$ cat src/design/wcts_pkg.sv
// shared constants, types and helpers of the wall column texel stepper
`default_nettype none

package wcts_pkg;

   localparam int SCREEN_ROWS     = 1024;
   localparam int MAX_TEX_SIZE    = 1024;
   localparam int BYTES_PER_TEXEL = 4;

   localparam int FRAC_W      = 16;
   localparam int LH_W        = 16;
   localparam int TEXEL_W     = 10;
   localparam int DIM_W       = 11;
   localparam int ROW_W       = 10;
   localparam int END_W       = 11;
   localparam int OFFSET_W    = 22;
   localparam int POS_W       = 40;
   localparam int STEP_W      = DIM_W + FRAC_W;
   localparam int DIV_COUNT_W = $clog2(STEP_W);
   localparam int BASE_W      = 18;
   localparam int CSR_INDEX_W = 4;
   localparam int QUEUE_DEPTH = 4;
   localparam int QUEUE_PTR_W = $clog2(QUEUE_DEPTH);

   localparam logic [DIM_W-1:0] DIM_RESET = DIM_W'(64);

   typedef enum logic {
      ACTION_START = 1'b0,
      ACTION_ROW   = 1'b1
   } action_type;

   typedef enum logic [1:0] {
      FACE_NORTH = 2'd0,
      FACE_SOUTH = 2'd1,
      FACE_EAST  = 2'd2,
      FACE_WEST  = 2'd3
   } face_type;

   typedef enum logic [CSR_INDEX_W-1:0] {
      CSR_NORTH_WIDTH  = 4'd0,
      CSR_NORTH_HEIGHT = 4'd1,
      CSR_SOUTH_WIDTH  = 4'd2,
      CSR_SOUTH_HEIGHT = 4'd3,
      CSR_EAST_WIDTH   = 4'd4,
      CSR_EAST_HEIGHT  = 4'd5,
      CSR_WEST_WIDTH   = 4'd6,
      CSR_WEST_HEIGHT  = 4'd7
   } csr_index_type;

   typedef enum logic {
      BACK_FETCH  = 1'b0,
      BACK_DIVIDE = 1'b1
   } back_state_type;

   typedef struct packed {
      logic [DIM_W-1:0] width;
      logic [DIM_W-1:0] height;
   } dims_type;

   typedef struct packed {
      action_type         action;
      face_type           face;
      logic [TEXEL_W-1:0] texel_x;
      logic [LH_W-1:0]    column_height;
      logic [ROW_W-1:0]   first_row;
      logic [END_W-1:0]   end_row;
      logic [DIM_W-1:0]   height;
   } queue_entry_type;

   function automatic logic [DIM_W-1:0] clamp_dim(input logic [DIM_W-1:0] v);
      if (v == '0) begin
         return DIM_W'(1);
      end
      if (v > DIM_W'(MAX_TEX_SIZE)) begin
         return DIM_W'(MAX_TEX_SIZE);
      end
      return v;
   endfunction

endpackage

`default_nettype wire

$ cat src/design/wcts_channels.sv
// request, response and register write channel interfaces
`default_nettype none

interface wcts_req_if import wcts_pkg::*; ();
   logic               valid;
   logic               ready;
   logic               action;
   logic               hit_side;
   logic               dir_x_negative;
   logic               dir_y_positive;
   logic [FRAC_W-1:0]  wall_frac;
   logic [LH_W-1:0]    column_height;
   logic [ROW_W-1:0]   first_row;
   logic [END_W-1:0]   end_row;

   modport source (output valid, action, hit_side, dir_x_negative, dir_y_positive,
                   wall_frac, column_height, first_row, end_row, input ready);
   modport sink (input valid, action, hit_side, dir_x_negative, dir_y_positive,
                 wall_frac, column_height, first_row, end_row, output ready);
endinterface

interface wcts_rsp_if import wcts_pkg::*; ();
   logic                valid;
   logic                ready;
   logic [1:0]          face;
   logic [TEXEL_W-1:0]  texel_x;
   logic [TEXEL_W-1:0]  texel_y;
   logic [OFFSET_W-1:0] texel_byte_offset;
   logic [ROW_W-1:0]    screen_row;
   logic                last_row;

   modport source (output valid, face, texel_x, texel_y, texel_byte_offset, screen_row,
                   last_row, input ready);
   modport sink (input valid, face, texel_x, texel_y, texel_byte_offset, screen_row,
                 last_row, output ready);
endinterface

interface wcts_csr_if import wcts_pkg::*; ();
   logic                   valid;
   logic                   ready;
   logic [CSR_INDEX_W-1:0] index;
   logic [DIM_W-1:0]       data;

   modport source (output valid, index, data, input ready);
   modport sink (input valid, index, data, output ready);
endinterface

`default_nettype wire

$ cat src/design/wcts_front.sv
// front end: size registers, face choice, texel column and request classification
`default_nettype none

module wcts_front import wcts_pkg::*; (
   input  wire logic      clock,
   input  wire logic      reset,
   wcts_req_if.sink       req_ch,
   wcts_csr_if.sink       csr_ch,
   output queue_entry_type push_entry,
   output logic           push_valid,
   input  wire logic      push_ready,
   output dims_type [3:0] dims
);

   logic [DIM_W-1:0] width_ff  [4];
   logic [DIM_W-1:0] width_in  [4];
   logic [DIM_W-1:0] height_ff [4];
   logic [DIM_W-1:0] height_in [4];

   face_type          face;
   logic [DIM_W-1:0]  face_width;
   logic [STEP_W-1:0] frac_prod;
   logic [DIM_W-1:0]  tx_raw;
   logic [DIM_W-1:0]  tx_mirror;

   assign csr_ch.ready = 1'b1;

   always_comb begin
      for (int i = 0; i < 4; i++) begin
         width_in[i]  = width_ff[i];
         height_in[i] = height_ff[i];
      end
      if (csr_ch.valid) begin
         case (csr_index_type'(csr_ch.index))
            CSR_NORTH_WIDTH:  width_in[FACE_NORTH]  = csr_ch.data;
            CSR_NORTH_HEIGHT: height_in[FACE_NORTH] = csr_ch.data;
            CSR_SOUTH_WIDTH:  width_in[FACE_SOUTH]  = csr_ch.data;
            CSR_SOUTH_HEIGHT: height_in[FACE_SOUTH] = csr_ch.data;
            CSR_EAST_WIDTH:   width_in[FACE_EAST]   = csr_ch.data;
            CSR_EAST_HEIGHT:  height_in[FACE_EAST]  = csr_ch.data;
            CSR_WEST_WIDTH:   width_in[FACE_WEST]   = csr_ch.data;
            CSR_WEST_HEIGHT:  height_in[FACE_WEST]  = csr_ch.data;
            default: ;
         endcase
      end
   end

   always_ff @(posedge clock) begin
      if (reset) begin
         for (int i = 0; i < 4; i++) begin
            width_ff[i]  <= DIM_RESET;
            height_ff[i] <= DIM_RESET;
         end
      end else begin
         for (int i = 0; i < 4; i++) begin
            width_ff[i]  <= width_in[i];
            height_ff[i] <= height_in[i];
         end
      end
   end

   always_comb begin
      for (int i = 0; i < 4; i++) begin
         dims[i].width  = clamp_dim(width_ff[i]);
         dims[i].height = clamp_dim(height_ff[i]);
      end
   end

   always_comb begin
      if (!req_ch.hit_side) begin
         face = req_ch.dir_x_negative ? FACE_NORTH : FACE_SOUTH;
      end else begin
         face = req_ch.dir_y_positive ? FACE_EAST : FACE_WEST;
      end
      face_width = dims[face].width;
      frac_prod  = STEP_W'(req_ch.wall_frac) * STEP_W'(face_width);
      tx_raw     = frac_prod[STEP_W-1:FRAC_W];
      tx_mirror  = face_width - tx_raw - DIM_W'(1);

      push_entry.action  = action_type'(req_ch.action);
      push_entry.face    = face;
      push_entry.height  = dims[face].height;
      // north and east faces read the texture mirrored
      if (face == FACE_NORTH || face == FACE_EAST) begin
         push_entry.texel_x = tx_mirror[TEXEL_W-1:0];
      end else begin
         push_entry.texel_x = tx_raw[TEXEL_W-1:0];
      end
      push_entry.column_height = (req_ch.column_height == '0) ? LH_W'(1)
                                                              : req_ch.column_height;
      push_entry.first_row   = req_ch.first_row;
      if (req_ch.end_row > END_W'(SCREEN_ROWS)) begin
         push_entry.end_row = END_W'(SCREEN_ROWS);
      end else begin
         push_entry.end_row = req_ch.end_row;
      end
   end

   assign push_valid   = req_ch.valid;
   assign req_ch.ready = push_ready;

endmodule

`default_nettype wire

$ cat src/design/wcts_queue.sv
// short request queue between the front and back ends
`default_nettype none

module wcts_queue import wcts_pkg::*; (
   input  wire logic            clock,
   input  wire logic            reset,
   input  wire queue_entry_type push_entry,
   input  wire logic            push_valid,
   output logic                 push_ready,
   output queue_entry_type      head_entry,
   output logic                 head_valid,
   input  wire logic            pop
);

   queue_entry_type           entries_ff [QUEUE_DEPTH];
   logic [QUEUE_PTR_W-1:0]    wr_ptr_ff;
   logic [QUEUE_PTR_W-1:0]    wr_ptr_in;
   logic [QUEUE_PTR_W-1:0]    rd_ptr_ff;
   logic [QUEUE_PTR_W-1:0]    rd_ptr_in;
   logic [QUEUE_PTR_W:0]      count_ff;
   logic [QUEUE_PTR_W:0]      count_in;
   logic                      push_fire;
   logic                      pop_fire;

   assign push_ready = count_ff < (QUEUE_PTR_W + 1)'(QUEUE_DEPTH);
   assign head_valid = count_ff != '0;
   assign head_entry = entries_ff[rd_ptr_ff];
   assign push_fire  = push_valid && push_ready;
   assign pop_fire   = pop && head_valid;

   // depth is a power of two, so the pointers wrap on their own
   always_comb begin
      wr_ptr_in = push_fire ? wr_ptr_ff + QUEUE_PTR_W'(1) : wr_ptr_ff;
      rd_ptr_in = pop_fire ? rd_ptr_ff + QUEUE_PTR_W'(1) : rd_ptr_ff;
      count_in  = count_ff;
      if (push_fire && !pop_fire) begin
         count_in = count_ff + (QUEUE_PTR_W + 1)'(1);
      end else if (!push_fire && pop_fire) begin
         count_in = count_ff - (QUEUE_PTR_W + 1)'(1);
      end
   end

   always_ff @(posedge clock) begin
      if (reset) begin
         wr_ptr_ff <= '0;
         rd_ptr_ff <= '0;
         count_ff  <= '0;
      end else begin
         wr_ptr_ff <= wr_ptr_in;
         rd_ptr_ff <= rd_ptr_in;
         count_ff  <= count_in;
      end
   end

   always_ff @(posedge clock) begin
      if (push_fire) begin
         entries_ff[wr_ptr_ff] <= push_entry;
      end
   end

endmodule

`default_nettype wire

$ cat src/design/wcts_divider.sv
// restoring divider, one quotient bit per cycle, for the texture step
`default_nettype none

module wcts_divider import wcts_pkg::*; (
   input  wire logic              clock,
   input  wire logic              reset,
   input  wire logic              start,
   input  wire logic [STEP_W-1:0] dividend,
   input  wire logic [LH_W-1:0]   divisor,
   output logic                   done,
   output logic [STEP_W-1:0]      quotient
);

   logic [LH_W-1:0]        rem_ff;
   logic [LH_W-1:0]        rem_in;
   logic [STEP_W-1:0]      quo_ff;
   logic [STEP_W-1:0]      quo_in;
   logic [LH_W-1:0]        div_ff;
   logic [LH_W-1:0]        div_in;
   logic [DIV_COUNT_W-1:0] count_ff;
   logic [DIV_COUNT_W-1:0] count_in;
   logic                   busy_ff;
   logic                   busy_in;
   logic                   done_ff;
   logic                   done_in;
   logic [LH_W:0]          rem_shift;
   logic [LH_W:0]          rem_diff;

   always_comb begin
      rem_in   = rem_ff;
      quo_in   = quo_ff;
      div_in   = div_ff;
      count_in = count_ff;
      busy_in  = busy_ff;
      done_in  = 1'b0;
      // dividend bits shift out of the top of the quotient register
      rem_shift = {rem_ff, quo_ff[STEP_W-1]};
      rem_diff  = rem_shift - {1'b0, div_ff};
      if (start) begin
         rem_in   = '0;
         quo_in   = dividend;
         div_in   = divisor;
         count_in = DIV_COUNT_W'(STEP_W - 1);
         busy_in  = 1'b1;
      end else if (busy_ff) begin
         if (!rem_diff[LH_W]) begin
            rem_in = rem_diff[LH_W-1:0];
            quo_in = {quo_ff[STEP_W-2:0], 1'b1};
         end else begin
            rem_in = rem_shift[LH_W-1:0];
            quo_in = {quo_ff[STEP_W-2:0], 1'b0};
         end
         count_in = count_ff - DIV_COUNT_W'(1);
         if (count_ff == '0) begin
            busy_in = 1'b0;
            done_in = 1'b1;
         end
      end
   end

   always_ff @(posedge clock) begin
      if (reset) begin
         busy_ff  <= 1'b0;
         done_ff  <= 1'b0;
         count_ff <= '0;
      end else begin
         busy_ff  <= busy_in;
         done_ff  <= done_in;
         count_ff <= count_in;
      end
   end

   always_ff @(posedge clock) begin
      rem_ff <= rem_in;
      quo_ff <= quo_in;
      div_ff <= div_in;
   end

   assign done     = done_ff;
   assign quotient = quo_ff;

endmodule

`default_nettype wire

$ cat src/design/wcts_back.sv
// back end: column state, step and seed, per-row texel address and response register
`default_nettype none

module wcts_back import wcts_pkg::*; (
   input  wire logic            clock,
   input  wire logic            reset,
   input  wire dims_type [3:0]  dims,
   input  wire queue_entry_type head_entry,
   input  wire logic            head_valid,
   output logic                 pop,
   wcts_rsp_if.source           rsp_ch
);

   back_state_type      state_ff;
   back_state_type      state_in;

   logic                active_ff;
   logic                active_in;
   face_type            face_ff;
   face_type            face_in;
   logic [TEXEL_W-1:0]  texel_x_ff;
   logic [TEXEL_W-1:0]  texel_x_in;
   logic [LH_W-1:0]     lh_ff;
   logic [LH_W-1:0]     lh_in;
   logic [STEP_W-1:0]   step_ff;
   logic [STEP_W-1:0]   step_in;
   logic [POS_W-1:0]    pos_ff;
   logic [POS_W-1:0]    pos_in;
   logic [END_W-1:0]    cur_row_ff;
   logic [END_W-1:0]    cur_row_in;
   logic [END_W-1:0]    stop_row_ff;
   logic [END_W-1:0]    stop_row_in;

   logic                rsp_valid_ff;
   logic                rsp_valid_in;
   face_type            rsp_face_ff;
   face_type            rsp_face_in;
   logic [TEXEL_W-1:0]  rsp_texel_x_ff;
   logic [TEXEL_W-1:0]  rsp_texel_x_in;
   logic [TEXEL_W-1:0]  rsp_texel_y_ff;
   logic [TEXEL_W-1:0]  rsp_texel_y_in;
   logic [OFFSET_W-1:0] rsp_offset_ff;
   logic [OFFSET_W-1:0] rsp_offset_in;
   logic [ROW_W-1:0]    rsp_row_ff;
   logic [ROW_W-1:0]    rsp_row_in;
   logic                rsp_last_ff;
   logic                rsp_last_in;

   logic                div_start;
   logic                div_done;
   logic [STEP_W-1:0]   div_quotient;

   logic                          out_free;
   logic [DIM_W-1:0]              row_width;
   logic [DIM_W-1:0]              row_height_m1;
   logic [POS_W-1:0]              pos_neg;
   logic [POS_W-FRAC_W-1:0]       mag_neg;
   logic [TEXEL_W-1:0]            ty;
   logic [OFFSET_W-1:0]           offset_sum;
   logic [END_W:0]                row_next;
   logic                          row_last;
   logic signed [BASE_W-1:0]      seed_base;
   logic signed [BASE_W+STEP_W:0] seed_prod;

   wcts_divider u_divider (
      .clock    (clock),
      .reset    (reset),
      .start    (div_start),
      .dividend ({head_entry.height, FRAC_W'(0)}),
      .divisor  (head_entry.column_height),
      .done     (div_done),
      .quotient (div_quotient)
   );

   // texel row: truncate the signed position toward zero, then mask
   always_comb begin
      row_width     = dims[face_ff].width;
      row_height_m1 = dims[face_ff].height - DIM_W'(1);
      pos_neg       = '0 - pos_ff;
      mag_neg       = '0 - pos_neg[POS_W-1:FRAC_W];
      if (pos_ff[POS_W-1]) begin
         ty = mag_neg[TEXEL_W-1:0] & row_height_m1[TEXEL_W-1:0];
      end else begin
         ty = pos_ff[FRAC_W+TEXEL_W-1:FRAC_W] & row_height_m1[TEXEL_W-1:0];
      end
      offset_sum = OFFSET_W'(row_width) * OFFSET_W'(ty) + OFFSET_W'(texel_x_ff);
      row_next   = {1'b0, cur_row_ff} + (END_W + 1)'(1);
      row_last   = row_next >= {1'b0, stop_row_ff};
   end

   // seed = (first row - half screen + half line height) * step
   always_comb begin
      seed_base = $signed(BASE_W'(cur_row_ff)) - $signed(BASE_W'(SCREEN_ROWS / 2))
                  + $signed(BASE_W'(lh_ff >> 1));
      seed_prod = seed_base * $signed({1'b0, div_quotient});
   end

   always_comb begin
      state_in    = state_ff;
      active_in   = active_ff;
      face_in     = face_ff;
      texel_x_in  = texel_x_ff;
      lh_in       = lh_ff;
      step_in     = step_ff;
      pos_in      = pos_ff;
      cur_row_in  = cur_row_ff;
      stop_row_in = stop_row_ff;

      out_free       = !rsp_valid_ff || rsp_ch.ready;
      rsp_valid_in   = rsp_valid_ff && !rsp_ch.ready;
      rsp_face_in    = rsp_face_ff;
      rsp_texel_x_in = rsp_texel_x_ff;
      rsp_texel_y_in = rsp_texel_y_ff;
      rsp_offset_in  = rsp_offset_ff;
      rsp_row_in     = rsp_row_ff;
      rsp_last_in    = rsp_last_ff;

      pop       = 1'b0;
      div_start = 1'b0;

      case (state_ff)
         BACK_FETCH: begin
            if (head_valid) begin
               if (head_entry.action == ACTION_START) begin
                  pop         = 1'b1;
                  div_start   = 1'b1;
                  face_in     = head_entry.face;
                  texel_x_in  = head_entry.texel_x;
                  lh_in       = head_entry.column_height;
                  cur_row_in  = END_W'(head_entry.first_row);
                  stop_row_in = head_entry.end_row;
                  active_in   = END_W'(head_entry.first_row) < head_entry.end_row;
                  state_in    = BACK_DIVIDE;
               end else if (!active_ff) begin
                  // next row with no column left: dropped
                  pop = 1'b1;
               end else if (out_free) begin
                  pop            = 1'b1;
                  rsp_valid_in   = 1'b1;
                  rsp_face_in    = face_ff;
                  rsp_texel_x_in = texel_x_ff;
                  rsp_texel_y_in = ty;
                  rsp_offset_in  = OFFSET_W'(offset_sum * OFFSET_W'(BYTES_PER_TEXEL));
                  rsp_row_in     = cur_row_ff[ROW_W-1:0];
                  rsp_last_in    = row_last;
                  pos_in         = pos_ff + POS_W'(step_ff);
                  cur_row_in     = row_next[END_W-1:0];
                  if (row_last) begin
                     active_in = 1'b0;
                  end
               end
            end
         end
         BACK_DIVIDE: begin
            if (div_done) begin
               step_in  = div_quotient;
               pos_in   = seed_prod[POS_W-1:0];
               state_in = BACK_FETCH;
            end
         end
         default: state_in = BACK_FETCH;
      endcase
   end

   always_ff @(posedge clock) begin
      if (reset) begin
         state_ff <= BACK_FETCH;
      end else begin
         state_ff <= state_in;
      end
   end

   always_ff @(posedge clock) begin
      if (reset) begin
         active_ff    <= 1'b0;
         rsp_valid_ff <= 1'b0;
      end else begin
         active_ff    <= active_in;
         rsp_valid_ff <= rsp_valid_in;
      end
   end

   always_ff @(posedge clock) begin
      face_ff        <= face_in;
      texel_x_ff     <= texel_x_in;
      lh_ff          <= lh_in;
      step_ff        <= step_in;
      pos_ff         <= pos_in;
      cur_row_ff     <= cur_row_in;
      stop_row_ff    <= stop_row_in;
      rsp_face_ff    <= rsp_face_in;
      rsp_texel_x_ff <= rsp_texel_x_in;
      rsp_texel_y_ff <= rsp_texel_y_in;
      rsp_offset_ff  <= rsp_offset_in;
      rsp_row_ff     <= rsp_row_in;
      rsp_last_ff    <= rsp_last_in;
   end

   assign rsp_ch.valid             = rsp_valid_ff;
   assign rsp_ch.face              = rsp_face_ff;
   assign rsp_ch.texel_x           = rsp_texel_x_ff;
   assign rsp_ch.texel_y           = rsp_texel_y_ff;
   assign rsp_ch.texel_byte_offset = rsp_offset_ff;
   assign rsp_ch.screen_row        = rsp_row_ff;
   assign rsp_ch.last_row          = rsp_last_ff;

endmodule

`default_nettype wire

$ cat src/design/wall_column_texel_stepper.sv
// Wall column texel stepper. A start request picks the wall face and its texture size,
// mirrors the texel column for north and east faces and derives a Q11.16 step (texture
// height / line height) and the seeded texture position; each next-row request of an
// active column then yields one texel address and its screen row. The front end takes
// a request in any cycle the four-entry queue has room. A next-row request at the queue
// head goes to the response register once it is free, one per clock while the response
// is taken. A start request holds the back end through the divide issue, the restoring
// divider at one bit per cycle and the seed multiply. Size registers reset to 64 and are
// written through the register port, which is always ready.
`default_nettype none

module wall_column_texel_stepper import wcts_pkg::*; (
   input  wire logic  clock,
   input  wire logic  reset,
   wcts_req_if.sink   req_ch,
   wcts_rsp_if.source rsp_ch,
   wcts_csr_if.sink   csr_ch
);

   queue_entry_type push_entry;
   logic            push_valid;
   logic            push_ready;
   queue_entry_type head_entry;
   logic            head_valid;
   logic            pop;
   dims_type [3:0]  dims;

   wcts_front u_front (
      .clock      (clock),
      .reset      (reset),
      .req_ch     (req_ch),
      .csr_ch     (csr_ch),
      .push_entry (push_entry),
      .push_valid (push_valid),
      .push_ready (push_ready),
      .dims       (dims)
   );

   wcts_queue u_queue (
      .clock      (clock),
      .reset      (reset),
      .push_entry (push_entry),
      .push_valid (push_valid),
      .push_ready (push_ready),
      .head_entry (head_entry),
      .head_valid (head_valid),
      .pop        (pop)
   );

   wcts_back u_back (
      .clock      (clock),
      .reset      (reset),
      .dims       (dims),
      .head_entry (head_entry),
      .head_valid (head_valid),
      .pop        (pop),
      .rsp_ch     (rsp_ch)
   );

endmodule

`default_nettype wire
$ cat src/flat_wrapper.sv
// flat-port wrapper written by rule: the top's interface ports become plain ports
module wall_column_texel_stepper_flat import wcts_pkg::*;
  (clock, reset, req_ch_valid, req_ch_action, req_ch_hit_side, req_ch_dir_x_negative, req_ch_dir_y_positive, req_ch_wall_frac, req_ch_column_height, req_ch_first_row, req_ch_end_row, req_ch_ready, rsp_ch_valid, rsp_ch_face, rsp_ch_texel_x, rsp_ch_texel_y, rsp_ch_texel_byte_offset, rsp_ch_screen_row, rsp_ch_last_row, rsp_ch_ready, csr_ch_valid, csr_ch_index, csr_ch_data, csr_ch_ready);
  wcts_req_if req_ch_i ();
  wcts_rsp_if rsp_ch_i ();
  wcts_csr_if csr_ch_i ();
  input  wire logic clock;
  input  wire logic reset;
  input wire logic [$bits(req_ch_i.valid)-1:0] req_ch_valid;
  input wire logic [$bits(req_ch_i.action)-1:0] req_ch_action;
  input wire logic [$bits(req_ch_i.hit_side)-1:0] req_ch_hit_side;
  input wire logic [$bits(req_ch_i.dir_x_negative)-1:0] req_ch_dir_x_negative;
  input wire logic [$bits(req_ch_i.dir_y_positive)-1:0] req_ch_dir_y_positive;
  input wire logic [$bits(req_ch_i.wall_frac)-1:0] req_ch_wall_frac;
  input wire logic [$bits(req_ch_i.column_height)-1:0] req_ch_column_height;
  input wire logic [$bits(req_ch_i.first_row)-1:0] req_ch_first_row;
  input wire logic [$bits(req_ch_i.end_row)-1:0] req_ch_end_row;
  output wire logic [$bits(req_ch_i.ready)-1:0] req_ch_ready;
  output wire logic [$bits(rsp_ch_i.valid)-1:0] rsp_ch_valid;
  output wire logic [$bits(rsp_ch_i.face)-1:0] rsp_ch_face;
  output wire logic [$bits(rsp_ch_i.texel_x)-1:0] rsp_ch_texel_x;
  output wire logic [$bits(rsp_ch_i.texel_y)-1:0] rsp_ch_texel_y;
  output wire logic [$bits(rsp_ch_i.texel_byte_offset)-1:0] rsp_ch_texel_byte_offset;
  output wire logic [$bits(rsp_ch_i.screen_row)-1:0] rsp_ch_screen_row;
  output wire logic [$bits(rsp_ch_i.last_row)-1:0] rsp_ch_last_row;
  input wire logic [$bits(rsp_ch_i.ready)-1:0] rsp_ch_ready;
  input wire logic [$bits(csr_ch_i.valid)-1:0] csr_ch_valid;
  input wire logic [$bits(csr_ch_i.index)-1:0] csr_ch_index;
  input wire logic [$bits(csr_ch_i.data)-1:0] csr_ch_data;
  output wire logic [$bits(csr_ch_i.ready)-1:0] csr_ch_ready;
  assign req_ch_i.valid = req_ch_valid;
  assign req_ch_i.action = req_ch_action;
  assign req_ch_i.hit_side = req_ch_hit_side;
  assign req_ch_i.dir_x_negative = req_ch_dir_x_negative;
  assign req_ch_i.dir_y_positive = req_ch_dir_y_positive;
  assign req_ch_i.wall_frac = req_ch_wall_frac;
  assign req_ch_i.column_height = req_ch_column_height;
  assign req_ch_i.first_row = req_ch_first_row;
  assign req_ch_i.end_row = req_ch_end_row;
  assign req_ch_ready = req_ch_i.ready;
  assign rsp_ch_valid = rsp_ch_i.valid;
  assign rsp_ch_face = rsp_ch_i.face;
  assign rsp_ch_texel_x = rsp_ch_i.texel_x;
  assign rsp_ch_texel_y = rsp_ch_i.texel_y;
  assign rsp_ch_texel_byte_offset = rsp_ch_i.texel_byte_offset;
  assign rsp_ch_screen_row = rsp_ch_i.screen_row;
  assign rsp_ch_last_row = rsp_ch_i.last_row;
  assign rsp_ch_i.ready = rsp_ch_ready;
  assign csr_ch_i.valid = csr_ch_valid;
  assign csr_ch_i.index = csr_ch_index;
  assign csr_ch_i.data = csr_ch_data;
  assign csr_ch_ready = csr_ch_i.ready;
  wall_column_texel_stepper u_core (.clock(clock), .reset(reset), .req_ch(req_ch_i), .rsp_ch(rsp_ch_i), .csr_ch(csr_ch_i));
endmodule
$ cat config.mk
export PLATFORM = sky130hd
export DESIGN_NAME = wall_column_texel_stepper_flat
export DESIGN_NICKNAME = d
export VERILOG_FILES = /design/src/design/wcts_pkg.sv /design/src/design/wcts_channels.sv /design/src/design/wcts_front.sv /design/src/design/wcts_queue.sv /design/src/design/wcts_divider.sv /design/src/design/wcts_back.sv /design/src/design/wall_column_texel_stepper.sv /design/src/flat_wrapper.sv
export SDC_FILE = /design/constraint.sdc
export NUM_CORES = 2
export LEC_CHECK = 0
export ABC_AREA = 1
export BUFFER_PORTS_ARGS = -buffer_cell sky130_fd_sc_hd__buf_2
export CAP_MARGIN = 0
export CELL_PAD_IN_SITES_DETAIL_PLACEMENT = 2
export CELL_PAD_IN_SITES_GLOBAL_PLACEMENT = 2
export CORE_MARGIN = 8
export CORE_UTILIZATION = 37
export DETAILED_ROUTE_END_ITERATION = 12
export PLACE_DENSITY = 0.75
export SYNTH_ARGS = -nofsm -noshare
export SYNTH_HDL_FRONTEND = slang
export SYNTH_SLANG_ARGS = --single-unit
$ cat constraint.sdc
create_clock -name clock -period 16.8 [get_ports clock]
set_clock_uncertainty 0.05 [all_clocks]
set_input_delay 1.68 -clock clock [delete_from_list [all_inputs] [get_ports clock]]
set_output_delay 1.68 -clock clock [all_outputs]
set_load 0.02 [all_outputs]
# Yosys cells after proc, flatten, opt, wreduce, memory -nomap -nowiden
# Memories as Yosys holds them, arrays and structs flattened. A register that Yosys moved wholly into a read port is not among the register bits.
# Index checks and enable logic that the tools add are counted.
[totals]
register_bits = 246
ram_bits = 332
inputBits = 77
n_memories = 3
[memory_table]
columns = ["memory", "depth", "word_bits", "rd", "rd_clocked_by_memory_dff", "write_ports", "line", "rtl"]
rows = [
  ["u_core.u_queue.entries_ff", 4, 61, 1, 1, 1, "wcts_queue.sv:15", "queue_entry_type entries_ff [QUEUE_DEPTH];"],
  ["u_core.u_front.height_ff", 4, 11, 4, 0, 4, "wcts_front.sv:17", "logic [DIM_W-1:0] height_ff [4];"],
  ["u_core.u_front.width_ff", 4, 11, 4, 0, 4, "wcts_front.sv:15", "logic [DIM_W-1:0] width_ff [4];"],
]
[op_classes]
addsub = 16
n_mul = 3
magnitude_cmp = 14
n_eq_ne = 15
mux = 132
n_bitwise = 13
n_reduce_logical = 34
[op_table]
columns = ["cell", "count"]
rows = [
  ["$mux W11", 51],
  ["$mux W40", 5],
  ["$gt A11 B11 Y1 const B", 9],
  ["$bmux W22 S2", 2],
  ["$logic_not A11 Y1", 8],
  ["$mux W44", 2],
  ["$pmux W40 S2", 1],
  ["$mux W1", 54],
  ["$mux W27", 2],
  ["$mux W22", 2],
  ["$add A40 B27 Y40", 1],
  ["$mul A17 B28 Y40", 1],
  ["$mux W16", 2],
  ["$mux W10", 3],
  ["$mul A16 B11 Y26", 1],
  ["$sub A1 B26 Y26 const A", 1],
  ["$add A20 B10 Y20", 1],
  ["$and A10 B10 Y10", 2],
  ["$mul A11 B10 Y20", 1],
  ["$sub A10 B1 Y10 const B", 2],
  ["$add A12 B16 Y17", 1],
  ["$sub A17 B16 Y17", 1],
  ["$eq A4 B3 Y1 const B", 4],
  ["$logic_not A16 Y1", 1],
  ["37 further kinds", 69],
]

# Logic depth before layout (Yosys ltp)
# An unclocked memory read counts as a cell.
[logic_depth]
word_depth = 13
mapped_depth = 46
mapped_depth_nobuf = 46

# By module
# Synthesis repeated with hierarchy kept, for this count alone.
[unflattened]
hier_cells = 6348
area_unflattened_um2 = 53730.3
[by_module_without_submodules]
columns = ["module", "instances", "cells_each", "area_each_um2", "seq_area_each_um2"]
rows = [
  ["wcts_back", 1, 3591, 28996.6, 5134.9],
  ["wcts_front", 1, 1587, 10822.9, 1761.7],
  ["wcts_queue", 1, 652, 10093.4, 7507.2],
  ["wcts_divider", 1, 518, 3817.4, 1751.7],
]

# Worst setup path after synthesis
# No wires, ideal clock.
[synth_timing]
path_type = "in2reg"
startpoint = "input port req_ch_hit_side"
endpoint = "memory u_core.u_queue.entries_ff[0][57] in the netlist's numbering, data pin"
setup_ps = 269
arrival_ps = 8141
slack_ps = 8340
path_stages = 42
path_buffers = 3
cell_sequence = "buf_6 -> inv_4 -> nor2_4 -> nor2_4 -> inv_2 -> buf_2 -> o211ai_1 -> nand2_1 -> inv_1 -> buf_2 -> nand2_1 -> fa_1 -> inv_1 -> fa_1 -> inv_1 -> fa_1 -> inv_1 -> fa_1 -> [6 not listed] -> a2111oi_0 -> nand2_1 -> nand2_1 -> nand2_1 -> nand2_1 -> nand2_1 -> ha_1 -> inv_1 -> nor3_1 -> nand3_1 -> nand4_1 -> nand3b_1 -> nand3_1 -> nand2_1 -> nand2_1 -> nand2_1 -> nand2_1 -> xor2_1"
[synth_rtl]
columns = ["item", "line", "rtl"]
rows = [
  ["start, declared", "flat_wrapper.sv:11", "input wire logic [$bits(req_ch_i.hit_side)-1:0] req_ch_hit_side;"],
  ["end, declared", "wcts_queue.sv:15", ""],
]

==> impl_metrics.prom <==
# TYPE chip_impl_metric gauge
chip_impl_metric{name="via_per_inst",unit=""} 5.31
chip_impl_metric{name="floorplan.die.width",unit="um"} 390
chip_impl_metric{name="grt_pass1_wl",unit="um"} 294000
chip_impl_metric{name="grt_overflow_total",unit=""} 0
chip_impl_metric{name="boundaryPins",unit=""} 135
chip_impl_info{name="clock-root-buffer",value="clkbuf_16"} 1
chip_impl_metric{name="post_cts.repair.setup_buffers",unit=""} 0
chip_impl_metric{name="worst-slew-pin-transition",unit="ns"} 1.08
chip_impl_info{name="worst_hold_path_type",value="reg -> reg"} 1
chip_impl_metric{name="cts.hold.buffers_added",unit=""} 0
chip_impl_metric{name="postRouteWirelength",unit="um"} 190000
chip_impl_metric{name="r2r_cells",unit=""} 29
chip_impl_metric{name="detailedPlacementHpwl",unit="um"} 147000
chip_impl_metric{name="min_path_cells",unit=""} 1
chip_impl_info{name="yosys.area.top_type",value="edfxtp_1"} 1
chip_impl_info{name="nature_of_the_critical_path_startpoint",value="input port"} 1
chip_impl_metric{name="syn_avg_cell_area",unit="sq um"} 8.54
chip_impl_info{name="critPathCaptureType",value="flop"} 1
chip_impl_metric{name="core",unit="sq um"} 139000
chip_impl_metric{name="regArea",unit="sq um"} 16000
chip_impl_metric{name="synth_enable_flop_cells",unit=""} 440
chip_impl_metric{name="drt-wirelength-per-cell",unit="um"} 23.6
chip_impl_metric{name="hold_viol",unit=""} 0
chip_impl_metric{name="setup_violations",unit=""} 0
chip_impl_info{name="critPathMostFrequentCell",value="nand2_1"} 1
chip_impl_metric{name="port-buffer-count",unit=""} 131
chip_impl_metric{name="gp_congestion",unit=""} 0.886
chip_impl_metric{name="postRouteAntennaNets",unit=""} 0
chip_impl_metric{name="cts-buffers-inserted",unit=""} 72
chip_impl_metric{name="worst_slew_margin_rel",unit="%"} 28.2
chip_impl_metric{name="yosys_warnings",unit=""} 0
chip_impl_metric{name="grt_start_max_net_pins",unit=""} 89
chip_impl_info{name="worstReg2RegEnd",value="u_core.u_back.pos_ff[35]"} 1
chip_impl_info{name="status",value="finished, final reports clean"} 1
chip_impl_info{name="cts_tree",value="done"} 1
chip_impl_info{name="post_synth_main_area_contributors",value="edfxtp_1 (25%), fa_1 (22%), nand2_1 (8.8%)"} 1
chip_impl_metric{name="multi_input_area",unit="sq um"} 30600
chip_impl_metric{name="timing.critical_path.fanout_max",unit=""} 41
chip_impl_metric{name="grt_antenna_before_repair",unit=""} 2
chip_impl_metric{name="antenna_cells",unit=""} 0
chip_impl_info{name="startpoint_to_endpoint_class_of_the_critical_path",value="in -> reg"} 1
chip_impl_metric{name="min_period",unit="ns"} 10.74
chip_impl_metric{name="pre_cts_ws",unit="ns"} 5.37
chip_impl_metric{name="initial_core_util",unit="%"} 37.2
chip_impl_metric{name="syn_area",unit="sq um"} 51900
chip_impl_metric{name="timing.setup.tns",unit="ns"} 0
chip_impl_info{name="synth_top_flop_cell",value="edfxtp_1"} 1
chip_impl_metric{name="yosys.area.top_type_share",unit="%"} 25.5
chip_impl_metric{name="synth_async_sr_flop_share",unit="%"} 0
chip_impl_metric{name="worstPathRequired",unit="ns"} 17.24
chip_impl_metric{name="final_net_count",unit=""} 7100
chip_impl_metric{name="row_count",unit=""} 137
chip_impl_metric{name="period_share",unit="%"} 63.9
chip_impl_metric{name="via_count",unit=""} 42681
chip_impl_metric{name="share_of_the_yosys_chip_area_belonging_to_registers",unit="%"} 30.8
chip_impl_metric{name="yosysUniqueCellTypes",unit=""} 69
chip_impl_metric{name="r2r_slack",unit="ns"} 7.48
chip_impl_metric{name="route.detailed.drc",unit=""} 0
chip_impl_metric{name="clkSlewWorstSetupHoldPaths",unit="ns"} 0.06
chip_impl_info{name="ys_top_cells_by_count",value="nand2_1 (1,213), inv_1 (1,143), nor2_1 (666)"} 1
chip_impl_metric{name="clock.fmax",unit="GHz"} 0.0931
chip_impl_metric{name="post_cts_resized",unit=""} 0
chip_impl_metric{name="clock_tree.buffer_depth",unit=""} 3
chip_impl_info{name="synth.most_common_cell",value="nand2_1"} 1
chip_impl_metric{name="drtIter0Drc",unit=""} 1964
chip_impl_metric{name="syn_to_final_growth",unit="%"} 9.60
chip_impl_metric{name="ys_ff_latch",unit=""} 579
chip_impl_metric{name="drt_pass1_iterations",unit=""} 5
chip_impl_metric{name="gr-usage-all-layers",unit="%"} 24.8
chip_impl_info{name="hp-start",value="u_core.u_queue.rd_ptr_ff[0]"} 1
chip_impl_metric{name="cpPeakStageDelay",unit="ns"} 0.78
chip_impl_info{name="critical-path-slowest-cell",value="nor2_4"} 1
chip_impl_metric{name="via_count_of_the_first_global_routing_pass",unit=""} 49337
chip_impl_metric{name="slew_violations",unit=""} 0
chip_impl_metric{name="design.die.area",unit="sq um"} 152000
chip_impl_metric{name="postLayoutSetupSlackWorst",unit="ns"} 6.06
chip_impl_info{name="r2r_start",value="u_core.u_back.cur_row_ff[0]"} 1
chip_impl_metric{name="dieHeight",unit="um"} 390
chip_impl_metric{name="clock_sinks",unit=""} 579
chip_impl_metric{name="layout_cells_sized_above_1",unit="%"} 6.44
chip_impl_metric{name="drv_cap",unit=""} 0
chip_impl_info{name="grt_setup_unrepaired",value="no"} 1
chip_impl_metric{name="clock_latency",unit="ns"} 0.70
chip_impl_metric{name="fillCellCount",unit=""} 15599
chip_impl_metric{name="critPathArrivalTime",unit="ns"} 11.18
chip_impl_metric{name="syn-instance-count",unit=""} 6073
chip_impl_metric{name="htree_levels",unit=""} 3
-- state kept, by name, summed over array words and instances, names as in the netlist, 10 cells and up, named ones only --
name / cells
u_core.u_back.texel_x_ff: 10
u_core.u_front.width_ff: 44
u_core.u_back.stop_row_ff: 11
u_core.u_back.cur_row_ff: 11
u_core.u_back.rsp_ch.texel_x: 10
u_core.u_back.u_divider.rem_ff: 16
u_core.u_queue.entries_ff: 244
u_core.u_back.rsp_ch.screen_row: 10
u_core.u_back.rsp_ch.texel_y: 10
u_core.u_front.height_ff: 44
u_core.u_back.u_divider.div_ff: 16
u_core.u_back.pos_ff: 40
u_core.u_back.step_ff: 27
u_core.u_back.lh_ff: 15
u_core.u_back.rsp_ch.texel_byte_offset: 20
u_core.u_back.u_divider.quotient: 27
-- cells by family (layout without fill, tap and decap cells) --
logic type	after synthesis	after routing	synth area share, %
other cells	2	3	0.0145
flops	579	579	30.8
buf+inv	1383	1476	10.2
xor+xnor	89	89	1.54
simple gates	2233	2233	17.5
fa+ha+maj	913	913	30.4
compound gates	874	874	9.49
-- critical path, delay by kind of cell --
| kind | cells | cell delay, ns |
|---|---|---|
| adders and majority gates | 7 | 3.22 |
| and+or+nand+nor | 20 | 3.08 |
| xor gates and xnor gates | 1 | 0.27 |
| AOI/OAI and AO/OA | 3 | 0.70 |
| buffers and inverters | 10 | 2.12 |
-- per-layer routing --
layer	vias up	track usage, %	part of all wire, %
met2	733	45.0	51
met3	321	2.31	2.6
met1	22410	31.0	43
li1	19217	-	-
met4	0	8.37	3.6
met5	-	0	0
-- worst max path at each step --
stage	endpoint	startpoint
floorplan	u_core.u_queue.entries_ff[0][57]	req_ch_hit_side
global placement	u_core.u_queue.entries_ff[0][57]	req_ch_hit_side
detailed placement	u_core.u_queue.entries_ff[0][57]	req_ch_hit_side
CTS	u_core.u_queue.entries_ff[3][57]	req_ch_hit_side
global route	u_core.u_queue.entries_ff[3][57]	req_ch_hit_side
finish	u_core.u_queue.entries_ff[3][57]	req_ch_hit_side
-- metrics by stage --
stage	instance area [sq um]	utilization, %	hold slack, ns	cells
final	56800	40.8	0.413	8043
after global routing	56800	40.8	0.433	8043
after CTS	56800	40.8	0.397	8043
after detailed placement	54400	39.0	0.414	7912
after global placement	54400	39.0	0.400	7912
after floorplan	51900	-	0.356	6074
-- area by class of cell --
class                           count  share of cell area [%]
Clock buffer                       89                    3.39
Clock inverter                     42                   0.971
Inverter                         1174                    7.77
Multi-Input combinational cell   4112                    53.9
Sequential cell                   579                    28.2
Tap cell                         1876                    4.13
Timing Repair Buffer              171                    1.68
-- cells in the final DEF (no fill, tap or decap), types with 8 or more instances in the layout --
cell type | Yosys | final
nand2_1 | 1213 | 1213
inv_1 | 1143 | 1141
nor2_1 | 666 | 661
fa_1 | 577 | 576
edfxtp_1 | 440 | 440
ha_1 | 336 | 336
o21ai_0 | 336 | 335
a21oi_1 | 292 | 292
nand3_1 | 187 | 187
dfxtp_1 | 139 | 136
buf_2 | 29 | 131
clkbuf_16 | 0 | 73
o22ai_1 | 55 | 55
xor2_1 | 51 | 51
nor3_1 | 48 | 47
o211ai_1 | 41 | 41
buf_4 | 7 | 40
xnor2_1 | 37 | 36
nand4_1 | 28 | 28
o21ai_1 | 24 | 24
nand2_2 | 23 | 23
clkinv_1 | 11 | 23
inv_2 | 16 | 17
a21o_1 | 17 | 17
a22oi_1 | 16 | 16
or2_2 | 14 | 14
nor2_4 | 8 | 13
a31oi_1 | 13 | 13
a32oi_1 | 12 | 12
nor2_2 | 12 | 12
o21bai_1 | 12 | 12
o21a_1 | 12 | 12
clkbuf_1 | 147 | 12
nor4_1 | 11 | 11
clkinv_2 | 0 | 8
o21ai_2 | 8 | 8
nand3b_1 | 8 | 8
Power is left out: the tool's default activity adds up to more than one toggle a clock period on the data nets, which glitch-free logic cannot reach.
